--- src/sv/psc_pkg.sv ---
// psc_pkg: widths, register codes, result codes and shared types for the
// pressure sensor temperature compensation core. No dependencies.
package psc_pkg;

  // Port widths
  localparam int RAW_W      = 16;
  localparam int CFG_W      = 16;
  localparam int CFG_ADDR_W = 3;
  localparam int TGT_W      = 8;
  localparam int TEMP_W     = 11;
  localparam int LED_W      = 2;
  localparam int IN_DATA_W  = 16;
  localparam int OUT_DATA_W = 16;

  // Datapath widths
  localparam int DIFF_W      = RAW_W + 1;          // UT - AC6
  localparam int PROD_W      = 2 * DIFF_W;         // (UT - AC6) * AC5
  localparam int TRUNC_SHIFT = 15;                 // divide by 32768
  localparam int X1_W        = 18;
  localparam int DEN_SW      = X1_W + 1;           // X1 + MD, signed
  localparam int DEN_W       = DEN_SW - 1;         // |X1 + MD|
  localparam int MC_SHIFT    = 11;                 // MC * 2048
  localparam int NUM_W       = CFG_W + MC_SHIFT;   // |MC * 2048|
  localparam int QS_W        = NUM_W + 1;          // signed X2
  localparam int B5_W        = QS_W + 1;           // B5 + 8
  localparam int MAG_W       = B5_W - 1 - 4;       // |B5 + 8| / 16
  localparam int RECIP_W     = 32;
  localparam int RECIP_SHIFT = 35;
  localparam int MUL_W       = MAG_W + RECIP_W;
  localparam int Q10_W       = MUL_W - RECIP_SHIFT;
  localparam int T_W         = Q10_W + 1;

  localparam int DIV_STAGES  = NUM_W;              // one quotient bit a stage
  localparam int FRONT_ST    = 5;
  localparam int BACK_ST     = 6;
  localparam int PIPE_DEPTH  = FRONT_ST + DIV_STAGES + BACK_ST;
  localparam int CNT_W       = $clog2(PIPE_DEPTH + 1);

  // Exact floor(n / 10) for n < 2**32: (n * RECIP_10) >> RECIP_SHIFT
  localparam logic [RECIP_W-1:0] RECIP_10 = 32'hCCCC_CCCD;

  localparam logic [PROD_W-1:0] TRUNC_BIAS = PROD_W'((1 << TRUNC_SHIFT) - 1);
  localparam logic signed [B5_W-1:0] B5_ROUND = B5_W'(8);

  localparam logic signed [T_W-1:0] T_MIN = -T_W'(1024);
  localparam logic signed [T_W-1:0] T_MAX = T_W'(1023);

  // Register reset values
  localparam logic [CFG_W-1:0]        AC5_RST = 16'd32757;
  localparam logic [CFG_W-1:0]        AC6_RST = 16'd23153;
  localparam logic signed [CFG_W-1:0] MC_RST  = -16'sd8711;
  localparam logic signed [CFG_W-1:0] MD_RST  = 16'sd2868;
  localparam logic signed [TGT_W-1:0] TGT_RST = 8'sd40;

  typedef enum logic [CFG_ADDR_W-1:0] {
    REG_AC5    = 3'd0,
    REG_AC6    = 3'd1,
    REG_MC     = 3'd2,
    REG_MD     = 3'd3,
    REG_TARGET = 3'd4
  } reg_idx_e;

  typedef enum logic [LED_W-1:0] {
    LED_EQUAL = 2'd0,
    LED_ABOVE = 2'd1,
    LED_BELOW = 2'd2
  } led_e;

  // Values that ride alongside the divider
  typedef struct packed {
    logic signed [X1_W-1:0] x1;
    logic                   qneg;
    logic                   err;
  } div_side_t;

  typedef struct packed {
    logic [DEN_W-1:0] den;
    logic [DEN_W-1:0] rem;
    logic [NUM_W-1:0] nq;    // numerator bits shifting out, quotient bits in
    div_side_t        side;
  } div_stage_t;

endpackage

--- src/sv/psc_div.sv ---
// psc_div: pipelined unsigned restoring divider, one quotient bit per stage,
// with elastic valid/ready per stage. Depends on psc_pkg.
module psc_div (
  input  logic                     clk_i,
  input  logic                     rst_ni,
  input  logic                     in_valid_i,
  output logic                     in_ready_o,
  input  logic [psc_pkg::NUM_W-1:0] num_i,
  input  logic [psc_pkg::DEN_W-1:0] den_i,
  input  psc_pkg::div_side_t       side_i,
  output logic                     out_valid_o,
  input  logic                     out_ready_i,
  output logic [psc_pkg::NUM_W-1:0] quo_o,
  output psc_pkg::div_side_t       side_o
);
  import psc_pkg::*;

  logic [DIV_STAGES-1:0] vld_q;
  logic [DIV_STAGES-1:0] vld_in;
  logic [DIV_STAGES:0]   adv;
  div_stage_t            st_q   [DIV_STAGES];
  div_stage_t            prev_s [DIV_STAGES];
  div_stage_t            nxt_s  [DIV_STAGES];

  // A stage takes new data when it is empty or its successor moves.
  always_comb begin
    adv[DIV_STAGES] = out_ready_i;
    for (int k = DIV_STAGES - 1; k >= 0; k--) begin
      adv[k] = !vld_q[k] || adv[k+1];
    end
  end

  assign vld_in = {vld_q[DIV_STAGES-2:0], in_valid_i};

  assign prev_s[0] = '{den: den_i, rem: '0, nq: num_i, side: side_i};

  for (genvar k = 0; k < DIV_STAGES; k++) begin : g_step
    logic [DEN_W:0] trial;
    logic           ge;

    if (k > 0) begin : g_link
      assign prev_s[k] = st_q[k-1];
    end

    assign trial = {prev_s[k].rem, prev_s[k].nq[NUM_W-1]};
    assign ge    = trial >= {1'b0, prev_s[k].den};
    assign nxt_s[k] = '{
      den:  prev_s[k].den,
      rem:  ge ? DEN_W'(trial - {1'b0, prev_s[k].den}) : trial[DEN_W-1:0],
      nq:   {prev_s[k].nq[NUM_W-2:0], ge},
      side: prev_s[k].side
    };
  end

  always_ff @(posedge clk_i or negedge rst_ni) begin
    if (!rst_ni) begin
      vld_q <= '0;
    end else begin
      for (int k = 0; k < DIV_STAGES; k++) begin
        if (adv[k]) vld_q[k] <= vld_in[k];
      end
    end
  end

  always_ff @(posedge clk_i) begin
    for (int k = 0; k < DIV_STAGES; k++) begin
      if (adv[k]) st_q[k] <= nxt_s[k];
    end
  end

  assign in_ready_o  = adv[0];
  assign out_valid_o = vld_q[DIV_STAGES-1];
  assign quo_o       = st_q[DIV_STAGES-1].nq;
  assign side_o      = st_q[DIV_STAGES-1].side;

endmodule

--- src/sv/pressure_sensor_temp_compensation_core.sv ---
// pressure_sensor_temp_compensation_core: calibrated temperature from a raw
// barometric sensor reading, compared against a target. Uses psc_pkg, psc_div.
//
//   channel   dir  payload
//   s_axis    in   tdata[15:0] raw_temp
//   m_axis    out  tdata[10:0] temp_celsius, [12:11] led_state; tuser div_error
//   cfg       in   cfg_we_i / cfg_addr_i / cfg_wdata_i, write only
//
// One request per cycle unless m_axis back-pressure fills the pipe (5 front stages,
// 27 divider stages of one quotient bit each, 6 back stages).
// Reset clears all valid bits and loads the default calibration words.
// Every stage holds while its successor is full and stalled; empty stages keep
// filling, so input is still taken while a result waits on m_axis.
module pressure_sensor_temp_compensation_core (
  input  logic                          clk_i,
  input  logic                          rst_ni,
  input  logic                          s_axis_tvalid,
  output logic                          s_axis_tready,
  input  logic [psc_pkg::IN_DATA_W-1:0]  s_axis_tdata,   // [15:0] raw_temp
  output logic                          m_axis_tvalid,
  input  logic                          m_axis_tready,
  output logic [psc_pkg::OUT_DATA_W-1:0] m_axis_tdata,   // [10:0] temp, [12:11] led, zero
  output logic                          m_axis_tuser,   // [0] div_error
  input  logic                          cfg_we_i,
  input  logic [psc_pkg::CFG_ADDR_W-1:0] cfg_addr_i,
  input  logic [psc_pkg::CFG_W-1:0]      cfg_wdata_i
);
  import psc_pkg::*;

  // Calibration registers
  logic [CFG_W-1:0]        ac5_q, ac6_q;
  logic signed [CFG_W-1:0] mc_q, md_q;
  logic signed [TGT_W-1:0] tgt_q;

  always_ff @(posedge clk_i or negedge rst_ni) begin
    if (!rst_ni) begin
      ac5_q <= AC5_RST;
      ac6_q <= AC6_RST;
      mc_q  <= MC_RST;
      md_q  <= MD_RST;
      tgt_q <= TGT_RST;
    end else if (cfg_we_i) begin
      case (reg_idx_e'(cfg_addr_i))
        REG_AC5:    ac5_q <= cfg_wdata_i;
        REG_AC6:    ac6_q <= cfg_wdata_i;
        REG_MC:     mc_q  <= $signed(cfg_wdata_i);
        REG_MD:     md_q  <= $signed(cfg_wdata_i);
        REG_TARGET: tgt_q <= $signed(cfg_wdata_i[TGT_W-1:0]);
        default:    ;
      endcase
    end
  end

  // ---------------- front: X1, divisor, magnitudes ----------------
  logic [FRONT_ST-1:0] vld_f_q;
  logic [FRONT_ST-1:0] vld_f_in;
  logic [FRONT_ST:0]   adv_f;
  logic                div_in_ready;

  logic signed [DIFF_W-1:0] diff_q;
  logic signed [PROD_W-1:0] prod_q;
  logic signed [PROD_W-1:0] x1_sum;
  logic signed [X1_W-1:0]   x1_2_q, x1_3_q;
  logic signed [DEN_SW-1:0] den_3_q;
  logic signed [DEN_SW-1:0] den_neg;
  logic [CFG_W-1:0]         mc_abs;
  logic [NUM_W-1:0]         num_4_q;
  logic [DEN_W-1:0]         den_4_q;
  div_side_t                side_4_q;

  always_comb begin
    adv_f[FRONT_ST] = div_in_ready;
    for (int k = FRONT_ST - 1; k >= 0; k--) begin
      adv_f[k] = !vld_f_q[k] || adv_f[k+1];
    end
  end

  assign vld_f_in = {vld_f_q[FRONT_ST-2:0], s_axis_tvalid};

  always_ff @(posedge clk_i or negedge rst_ni) begin
    if (!rst_ni) begin
      vld_f_q <= '0;
    end else begin
      for (int k = 0; k < FRONT_ST; k++) begin
        if (adv_f[k]) vld_f_q[k] <= vld_f_in[k];
      end
    end
  end

  // truncate toward zero: bias negative products before the shift
  assign x1_sum  = prod_q + $signed(prod_q[PROD_W-1] ? TRUNC_BIAS : '0);
  assign den_neg = -den_3_q;
  assign mc_abs  = mc_q[CFG_W-1] ? CFG_W'(-mc_q) : CFG_W'(mc_q);

  always_ff @(posedge clk_i) begin
    if (adv_f[0]) diff_q <= $signed({1'b0, s_axis_tdata}) - $signed({1'b0, ac6_q});
    if (adv_f[1]) prod_q <= diff_q * $signed({1'b0, ac5_q});
    if (adv_f[2]) x1_2_q <= x1_sum[X1_W+TRUNC_SHIFT-1:TRUNC_SHIFT];
    if (adv_f[3]) begin
      den_3_q <= DEN_SW'(x1_2_q) + DEN_SW'(md_q);
      x1_3_q  <= x1_2_q;
    end
    if (adv_f[4]) begin
      num_4_q       <= {mc_abs, MC_SHIFT'(0)};
      den_4_q       <= den_3_q[DEN_SW-1] ? den_neg[DEN_W-1:0] : den_3_q[DEN_W-1:0];
      side_4_q.x1   <= x1_3_q;
      side_4_q.qneg <= mc_q[CFG_W-1] ^ den_3_q[DEN_SW-1];
      side_4_q.err  <= (den_3_q == '0);
    end
  end

  assign s_axis_tready = adv_f[0];

  // ---------------- X2 = MC*2048 / (X1+MD) ----------------
  logic             div_out_valid;
  logic [NUM_W-1:0] quo;
  div_side_t        side_d;
  logic             div_out_ready;

  psc_div u_div (
    .clk_i       (clk_i),
    .rst_ni      (rst_ni),
    .in_valid_i  (vld_f_q[FRONT_ST-1]),
    .in_ready_o  (div_in_ready),
    .num_i       (num_4_q),
    .den_i       (den_4_q),
    .side_i      (side_4_q),
    .out_valid_o (div_out_valid),
    .out_ready_i (div_out_ready),
    .quo_o       (quo),
    .side_o      (side_d)
  );

  // ---------------- back: B5, /16, /10, saturate, compare ----------------
  logic [BACK_ST-1:0] vld_b_q;
  logic [BACK_ST-1:0] vld_b_in;
  logic [BACK_ST:0]   adv_b;

  logic signed [QS_W-1:0]  x2_q;
  logic signed [X1_W-1:0]  x1_b0_q;
  logic [BACK_ST-2:0]      err_q;     // err_q[k] belongs to back stage k
  logic signed [B5_W-1:0]  b5p8_q;
  logic signed [B5_W-1:0]  b5p8_neg;
  logic [B5_W-2:0]         b5_abs;
  logic                    neg_2_q, neg_3_q;
  logic [MAG_W-1:0]        mag_q;
  logic [MUL_W-1:0]        mul_q;
  logic [Q10_W-1:0]        q10;
  logic signed [T_W-1:0]   t_q;
  logic signed [T_W-1:0]   tgt_ext;
  logic signed [TEMP_W-1:0] temp_d, temp_q;
  led_e                    led_d, led_q;
  logic                    err_out_q;

  always_comb begin
    adv_b[BACK_ST] = m_axis_tready;
    for (int k = BACK_ST - 1; k >= 0; k--) begin
      adv_b[k] = !vld_b_q[k] || adv_b[k+1];
    end
  end

  assign vld_b_in      = {vld_b_q[BACK_ST-2:0], div_out_valid};
  assign div_out_ready = adv_b[0];

  always_ff @(posedge clk_i or negedge rst_ni) begin
    if (!rst_ni) begin
      vld_b_q <= '0;
    end else begin
      for (int k = 0; k < BACK_ST; k++) begin
        if (adv_b[k]) vld_b_q[k] <= vld_b_in[k];
      end
    end
  end

  assign b5p8_neg = -b5p8_q;
  assign b5_abs   = b5p8_q[B5_W-1] ? b5p8_neg[B5_W-2:0] : b5p8_q[B5_W-2:0];
  assign q10      = mul_q[MUL_W-1:RECIP_SHIFT];
  assign tgt_ext  = T_W'(tgt_q);

  always_comb begin
    if (t_q < T_MIN)      temp_d = TEMP_W'(T_MIN);
    else if (t_q > T_MAX) temp_d = TEMP_W'(T_MAX);
    else                  temp_d = t_q[TEMP_W-1:0];
    if (t_q > tgt_ext)      led_d = LED_ABOVE;
    else if (t_q < tgt_ext) led_d = LED_BELOW;
    else                    led_d = LED_EQUAL;
  end

  always_ff @(posedge clk_i) begin
    if (adv_b[0]) begin
      x2_q     <= side_d.qneg ? -$signed({1'b0, quo}) : $signed({1'b0, quo});
      x1_b0_q  <= side_d.x1;
      err_q[0] <= side_d.err;
    end
    if (adv_b[1]) begin
      b5p8_q   <= B5_W'(x1_b0_q) + B5_W'(x2_q) + B5_ROUND;
      err_q[1] <= err_q[0];
    end
    if (adv_b[2]) begin
      mag_q    <= b5_abs[B5_W-2:4];
      neg_2_q  <= b5p8_q[B5_W-1];
      err_q[2] <= err_q[1];
    end
    if (adv_b[3]) begin
      mul_q    <= mag_q * RECIP_10;
      neg_3_q  <= neg_2_q;
      err_q[3] <= err_q[2];
    end
    if (adv_b[4]) begin
      if (err_q[3])     t_q <= '0;
      else if (neg_3_q) t_q <= -$signed({1'b0, q10});
      else              t_q <= $signed({1'b0, q10});
      err_q[4] <= err_q[3];
    end
    if (adv_b[5]) begin
      temp_q    <= temp_d;
      led_q     <= led_d;
      err_out_q <= err_q[4];
    end
  end

  assign m_axis_tvalid = vld_b_q[BACK_ST-1];
  assign m_axis_tdata  = OUT_DATA_W'({led_q, temp_q});
  assign m_axis_tuser  = err_out_q;

endmodule

--- config.mk ---
export PLATFORM = sky130hd
export DESIGN_NAME = pressure_sensor_temp_compensation_core
export DESIGN_NICKNAME = d
export VERILOG_FILES = /design/src/sv/psc_pkg.sv /design/src/sv/psc_div.sv /design/src/sv/pressure_sensor_temp_compensation_core.sv
export SDC_FILE = /design/constraint.sdc
export NUM_CORES = 2
export LEC_CHECK = 0
export ABC_AREA = 1
export BUFFER_PORTS_ARGS = -buffer_cell sky130_fd_sc_hd__buf_4
export CAP_MARGIN = 20
export CORE_AREA = 4 4 500 502
export CTS_BUF_LIST = sky130_fd_sc_hd__clkbuf_2
export DETAILED_ROUTE_END_ITERATION = 7
export DIE_AREA = 0 0 504 506
export PLACE_DENSITY = 0.62
export SLEW_MARGIN = 20
export SYNTH_ARGS = -nofsm -noshare
export SYNTH_HDL_FRONTEND = slang
export SYNTH_SLANG_ARGS = --single-unit
--- constraint.sdc ---
create_clock -name clk_i -period 14.6 [get_ports clk_i]
set_input_delay 1.46 -clock clk_i [delete_from_list [all_inputs] [get_ports clk_i]]
set_output_delay 1.46 -clock clk_i [all_outputs]
set_load 0.02 [all_outputs]
# Word-level counts from Yosys, hierarchy flattened
# Memory sizes are Yosys's and may differ from the RTL's.
# Cells that the tools add are included.
[classes]
n_addsub = 37
n_mul = 2
order_cmp = 31
eq_ne = 4
mux = 89
bitwise_logic = 2
reduce_logical = 84
[op_table]
columns = ["op", "count"]
rows = [
  ["$mux W18", 28],
  ["$ge A19 B18 Y1", 26],
  ["$sub A18 B18 Y18", 26],
  ["$mul A24 B32 Y56 const B", 1],
  ["$mux W1", 54],
  ["$logic_not A1 Y1", 38],
  ["$logic_or A1 B1 Y1", 38],
  ["$mul A17 B17 Y34", 1],
  ["$add A33 B16 Y33", 1],
  ["$mux W15", 2],
  ["$add A18 B28 Y29", 1],
  ["$add A29 B5 Y29 const B", 1],
  ["$mux W28", 1],
  ["$neg A27 Y28", 1],
  ["$neg A28 Y28", 1],
  ["$mux W27", 1],
  ["$gt A22 B11 Y1 const B", 1],
  ["$gt A22 B8 Y1", 1],
  ["$lt A22 B11 Y1 const B", 1],
  ["$lt A22 B8 Y1", 1],
  ["$neg A21 Y22", 1],
  ["$mux W21", 1],
  ["$add A18 B16 Y19", 1],
  ["$logic_not A19 Y1", 1],
  ["15 further kinds", 20],
]
[totals]
reg_bits = 468
mem_bits_rw = 2241
inputBits = 40
output_inout_bits = 19
word_cells = 322
mem_count = 1
[mem_list]
columns = ["name", "words", "word_bits", "rd", "rd_ports_with_merged_regs", "wr", "line", "rtl"]
rows = [
  ["u_div.st_q", 27, 83, 27, 0, 27, "psc_div.sv:21", "div_stage_t st_q [DIV_STAGES];"],
]

# Depth between registers and ports, before layout
[logic_depth]
ltp_word = 39
depth_mapped = 34
ltp_nobuf = 34

# Hierarchy
# A second synthesis with hierarchy kept.
[unflattened]
cells_unflattened = 11756
area_unflattened_um2 = 135981.7
[modules_own_cells]
columns = ["mod", "n_inst", "cells_per_inst", "area_each_um2", "seq_area_each_um2"]
rows = [
  ["psc_div", 1, 6887, 93671.1, 66889.2],
  ["pressure_sensor_temp_compensation_core", 1, 4869, 42310.6, 11827.6],
]

# Worst setup path after synthesis
# OpenSTA, ideal clock, no wires.
[synth_path]
path_kind = "input to register"
from = "in m_axis_tready"
to = "mem u_div.st_q[0][0] in the netlist's numbering, enable pin"
setup_ns = 0.751
arrival_time_ns = 12.592
required_time_ns = 13.849
setup_slack_ns = 1.257
cell_stages = 20
path_buffers = 0
path_cell_list = "inv_2 -> nand3_2 -> nor2_4 -> nand4_4 -> nor2_4 -> nand4_4 -> nor2_4 -> nand4_4 -> nor2_4 -> nand4_4 -> nor2_4 -> nand4_4 -> nor2_4 -> nand4_4 -> nor2_4 -> nand4_4 -> nor2_4 -> inv_1 -> nor2_1 -> nand2_1"
[synth_lines]
columns = ["item", "line", "rtl"]
rows = [
  ["start, declared", "pressure_sensor_temp_compensation_core.sv:21", "input logic m_axis_tready,"],
  ["end, declared", "psc_div.sv:21", ""],
]

# Worst setup path in the final report
[layout_path]
from = "reg vld_b_q[5]"
to = "out s_axis_tready"
[layout_via]
elab_chain_cells = 39
[layout_rtl]
columns = ["item", "line", "rtl"]
rows = [
  ["start, declared", "pressure_sensor_temp_compensation_core.sv:135", "logic [BACK_ST-1:0] vld_b_q;"],
  ["start signal, assigned by index", "pressure_sensor_temp_compensation_core.sv:170", "if (adv_b[k]) vld_b_q[k] <= vld_b_in[k];"],
  ["$logic_not A1 Y1", "pressure_sensor_temp_compensation_core.sv:158", "adv_b[k] = !vld_b_q[k] || adv_b[k+1];"],
  ["$logic_or A1 B1 Y1 (2 in a row)", "pressure_sensor_temp_compensation_core.sv:158", ""],
  ["named net adv_b[4]", "pressure_sensor_temp_compensation_core.sv:137", "logic [BACK_ST:0] adv_b;"],
  ["$logic_or A1 B1 Y1 (4 in a row)", "pressure_sensor_temp_compensation_core.sv:158", ""],
  ["named net adv_b[0]", "pressure_sensor_temp_compensation_core.sv:137", ""],
  ["$logic_or A1 B1 Y1 (4 in a row)", "psc_div.sv:29", "adv[k] = !vld_q[k] || adv[k+1];"],
  ["named net u_div.adv[23]", "psc_div.sv:20", "logic [DIV_STAGES:0] adv;"],
  ["$logic_or A1 B1 Y1 (4 in a row)", "psc_div.sv:29", ""],
  ["named net u_div.adv[19]", "psc_div.sv:20", ""],
  ["[... 4 more ...]", "n/a", ""],
  ["named net u_div.adv[15]", "psc_div.sv:20", ""],
  ["[... 4 more ...]", "n/a", ""],
  ["named net u_div.adv[11]", "psc_div.sv:20", ""],
  ["$logic_or A1 B1 Y1 (4 in a row)", "psc_div.sv:29", ""],
  ["named net u_div.adv[7]", "psc_div.sv:20", ""],
  ["$logic_or A1 B1 Y1 (4 in a row)", "psc_div.sv:29", ""],
  ["named net u_div.adv[3]", "psc_div.sv:20", ""],
  ["$logic_or A1 B1 Y1 (3 in a row)", "psc_div.sv:29", ""],
  ["$logic_or A1 B1 Y1", "pressure_sensor_temp_compensation_core.sv:74", "adv_f[k] = !vld_f_q[k] || adv_f[k+1];"],
  ["named net adv_f[4]", "pressure_sensor_temp_compensation_core.sv:57", "logic [FRONT_ST:0] adv_f;"],
  ["$logic_or A1 B1 Y1 (4 in a row)", "pressure_sensor_temp_compensation_core.sv:74", ""],
  ["end, declared", "pressure_sensor_temp_compensation_core.sv:18", "output logic s_axis_tready,"],
]
# The timed path passes the listed nets, and every way through them passes these cells.

==> impl_results.md <==
- Outcome: completed
- Vias in the first global route: 75851
- Drt wl/cell: around 17 um
- #FFs+latches synth: approximately 2400
- Non-filler instance count after layout: 14149
- Worst path arrival time: 8.47 ns
- Routed WL: roughly 240000 um
- Reg2reg end: prod_q[20]$_DFFE_PP_
- Final Hold Fails: 0
- Slowest CP cell: nand4_4
- Cell taking the most area after synthesis: edfxtp_1
- Routed vias: 72389
- GRT Total Usage: ~19%
- Number of post-CTS setup repair buffers: 0
- Fin. max-slew vios: 0
- Core Area: 0.245 mm^2
- CTS sink cnt: 2407
- Rows: 182
- Yosys top cell area share: 56.4%
- Initial Util: 49.9%
- Most numerous cell in the Yosys netlist: edfxtp_1
- Post-DP HPWL: approximately 180000 um
- Endpoints failing setup: 0
- DP Cell Count: 13025
- Critical-path cell list: nand3_2 -> nor2_4 -> nand4_4 -> nor2_4 -> nand4_4 -> nor2_4 -> nand4_4 -> nor2_4 -> nand4_4 -> nor2_4 -> nand4_4 -> buf_4 -> nor2_4 -> nand4_4 -> nor2_4 -> nand4_4 -> nor2_4 -> nand4_4 -> nor2_4 -> nand4_4 -> buf_4
- Worst Max-Slew Pin Slew: approximately 1.2 ns
- Number of synthesized flops with an enable pin: approximately 2300
- R2r startpoint: vld_b_q[5]$_DFFE_PN0P_
- Async set-reset flop share out of synthesis: 4.57%
- Netlist cell types: 60
- Fin Clk Skew: approximately 0.17 ns
- Reg clk slew, reported paths: 0.10 ns
- Global-route wire length before repair: 395000 um
- Sequential fraction of the synthesis area: between 50 and 60%
- Synth area leaders: edfxtp_1 (56%), ha_1 (9.1%), fa_1 (7.9%)
- Top cells by count, synth: edfxtp_1 (2297), inv_1 (1625), nand2_1 (1239)
- Synth Flop Type: edfxtp_1
- H-tree depth: 6
- WP data required: 13.14 ns
- Mean post-synth cell area: between 10 and 15 um^2
- DR pass1 iterations: 6
- Reg2reg setup slack: 7.14 ns
- PortBufs: 55
- Max Cap Viol: 0
- Gr ovfl total: 0
- Hold_ws: 0.310 ns
- Nature of the critical path endpoint: output pin
- Largest net degree at the start of global routing: 78
- Full die area: roughly 0.26 mm^2
- CTS max path bufs: 4
- Period utilization: between 60 and 70%
- CP max FO: 74
- DR vias/cell: 5.12
- Cells after Synth: 9888
- CTS tree: built
- Remaining max-slew budget at the tightest pin: between 20% and 30%
- Num CTS Buffers: 624
- Synth warn: 0
- Synthesized area: 0.122 mm^2
- DR DRC count: 0
- Root buf cell: clkbuf_2
- Hold Startpoint: u_div.st_q[1][524]$_DFFE_PP_
- CP Launch Type: register
- R2R depth: 20
- Setup tns final: 0 ns
- Initial DRC Count: 4239
- RSZ-0062 raised after global routing: false
- Height of the die: 506 um
- Fin crit period: 9.93 ns
- Critical path class: reg -> out
- Initial antenna violation count: 6
- Antenna Nets Post-Route: 0
- Critical Path Max Stage Delay: 0.72 ns
- Die X: 504 um
- Nets: ~12000
- IO Pins: 59
- Worst min path class: reg -> reg
- Clk_lat worst skew: 1.81 ns
- Area growth syn-to-layout: 8.24%
- Layout cells sized above 1: 10.8%
- Routability Congestion: 0.860
- Hold path depth: 0
- Worst Hold Path EP: u_div.st_q[1][608]$_DFFE_PP_
- Fmax: 101 MHz
- Fill count: 20799
[worst max-delay path by stage]
stage,from,end,slack [ns],cells past startpoint
3_5_place_dp,m_axis_tready,s_axis_tready,4.20,23
5_1_grt,vld_b_q[4]$_DFFE_PN0P_,s_axis_tready,3.59,21
2_1_floorplan,m_axis_tready,u_div.st_q[0][0]$_DFFE_PP_,1.26,20
6_report,vld_b_q[5]$_DFFE_PN0P_,s_axis_tready,4.67,21
3_3_place_gp,m_axis_tready,s_axis_tready,4.29,23
4_1_cts,vld_b_q[5]$_DFFE_PN0P_,s_axis_tready,3.40,21
[logic make-up after synthesis]
kind of cell    after synthesis  synth area share, %
other cells                   1              0.00307
flops                      2407                 58.7
buf+inv                    1802                 5.59
xor+xnor                    600                 4.30
fa+ha+maj                  1379                 17.1
simple gates               2167                 7.49
compound gates             1532                 6.85
[state kept, by name, indices dropped and copies added, names as in the netlist, 6 cells and up]
signal and count:
b5p8_q 29, mul_q 21, md_q 16, side_4_q 20, ac6_q 16, x1_3_q 18, tgt_q 8, den_3_q 19
diff_q 17, t_q 22, temp_q 11, x2_q 28, num_4_q 16, prod_q 34, u_div.st_q 1974, ac5_q 16
mc_q 16, den_4_q 18, x1_b0_q 18, x1_2_q 18, vld_b_q 6, u_div.vld_q 27, mag_q 24
[placed cells by master (no fill, tap or decap), types with 25 or more instances in the layout]
cell type,count
a211oi_1,37
a21o_1,35
a21oi_1,806
a31oi_1,35
buf_4,88
clkbuf_2,901
clkinv_1,104
clkinv_2,31
dfrtp_1,69
dfstp_2,41
dlygate4sd3_1,44
edfxtp_1,2297
fa_1,485
ha_1,894
inv_1,1610
inv_2,26
nand2_1,1225
nand3_1,152
nand4_1,76
nor2_1,506
nor3_1,69
nor4_1,36
o21ai_0,434
o21ai_1,35
o21bai_1,42
o221ai_1,25
xnor2_1,304
xor2_1,296
[through the flow]
stage          instance area (um^2)  util (%)  setup WS (ns)
3_3_place_gp                 126000      51.5           4.29
3_5_place_dp                 126000      51.5           4.20
5_1_grt                      132000      54.0           3.59
4_1_cts                      132000      53.9           3.40
6_report                     132000      54.0           4.67
2_1_floorplan                122000         -           1.26
[per-layer routing]
layer	global-route usage, %	up-vias	part of all wire (%)
li1	-	35385	-
met1	23.3	35043	41
met2	34.6	1476	52
met3	3.45	485	4.1
met4	6.85	0	2.9
met5	0	-	0
[worst max-delay path, delay by kind of cell (launching register included)]
family                 cells  cell delay, ns
AND/OR/NAND/NOR           19            5.65
buffers and inverters      2            0.68
flip-flops                 1            0.39
[area by class of cell]
type	count	area [um^2]	share of cell area, %
antenna	12	30.0	0.0227
clock buffer	901	4510	3.41
clock inverter	166	993	0.750
inverter	1627	6110	4.62
multi-input combinational	5681	43800	33.1
sequential	2407	71800	54.2
tap	3220	4030	3.04
timing repair buffer	135	1150	0.870
[what timing repair did]
item                      4_1_cts  5_1_grt
hold endpoints to repair      125        0
hold buffers                   44        0
resized for setup               0        0
Power is left out: the tool's default activity adds up to more than one toggle a clock period on the data nets, which glitch-free logic cannot reach.
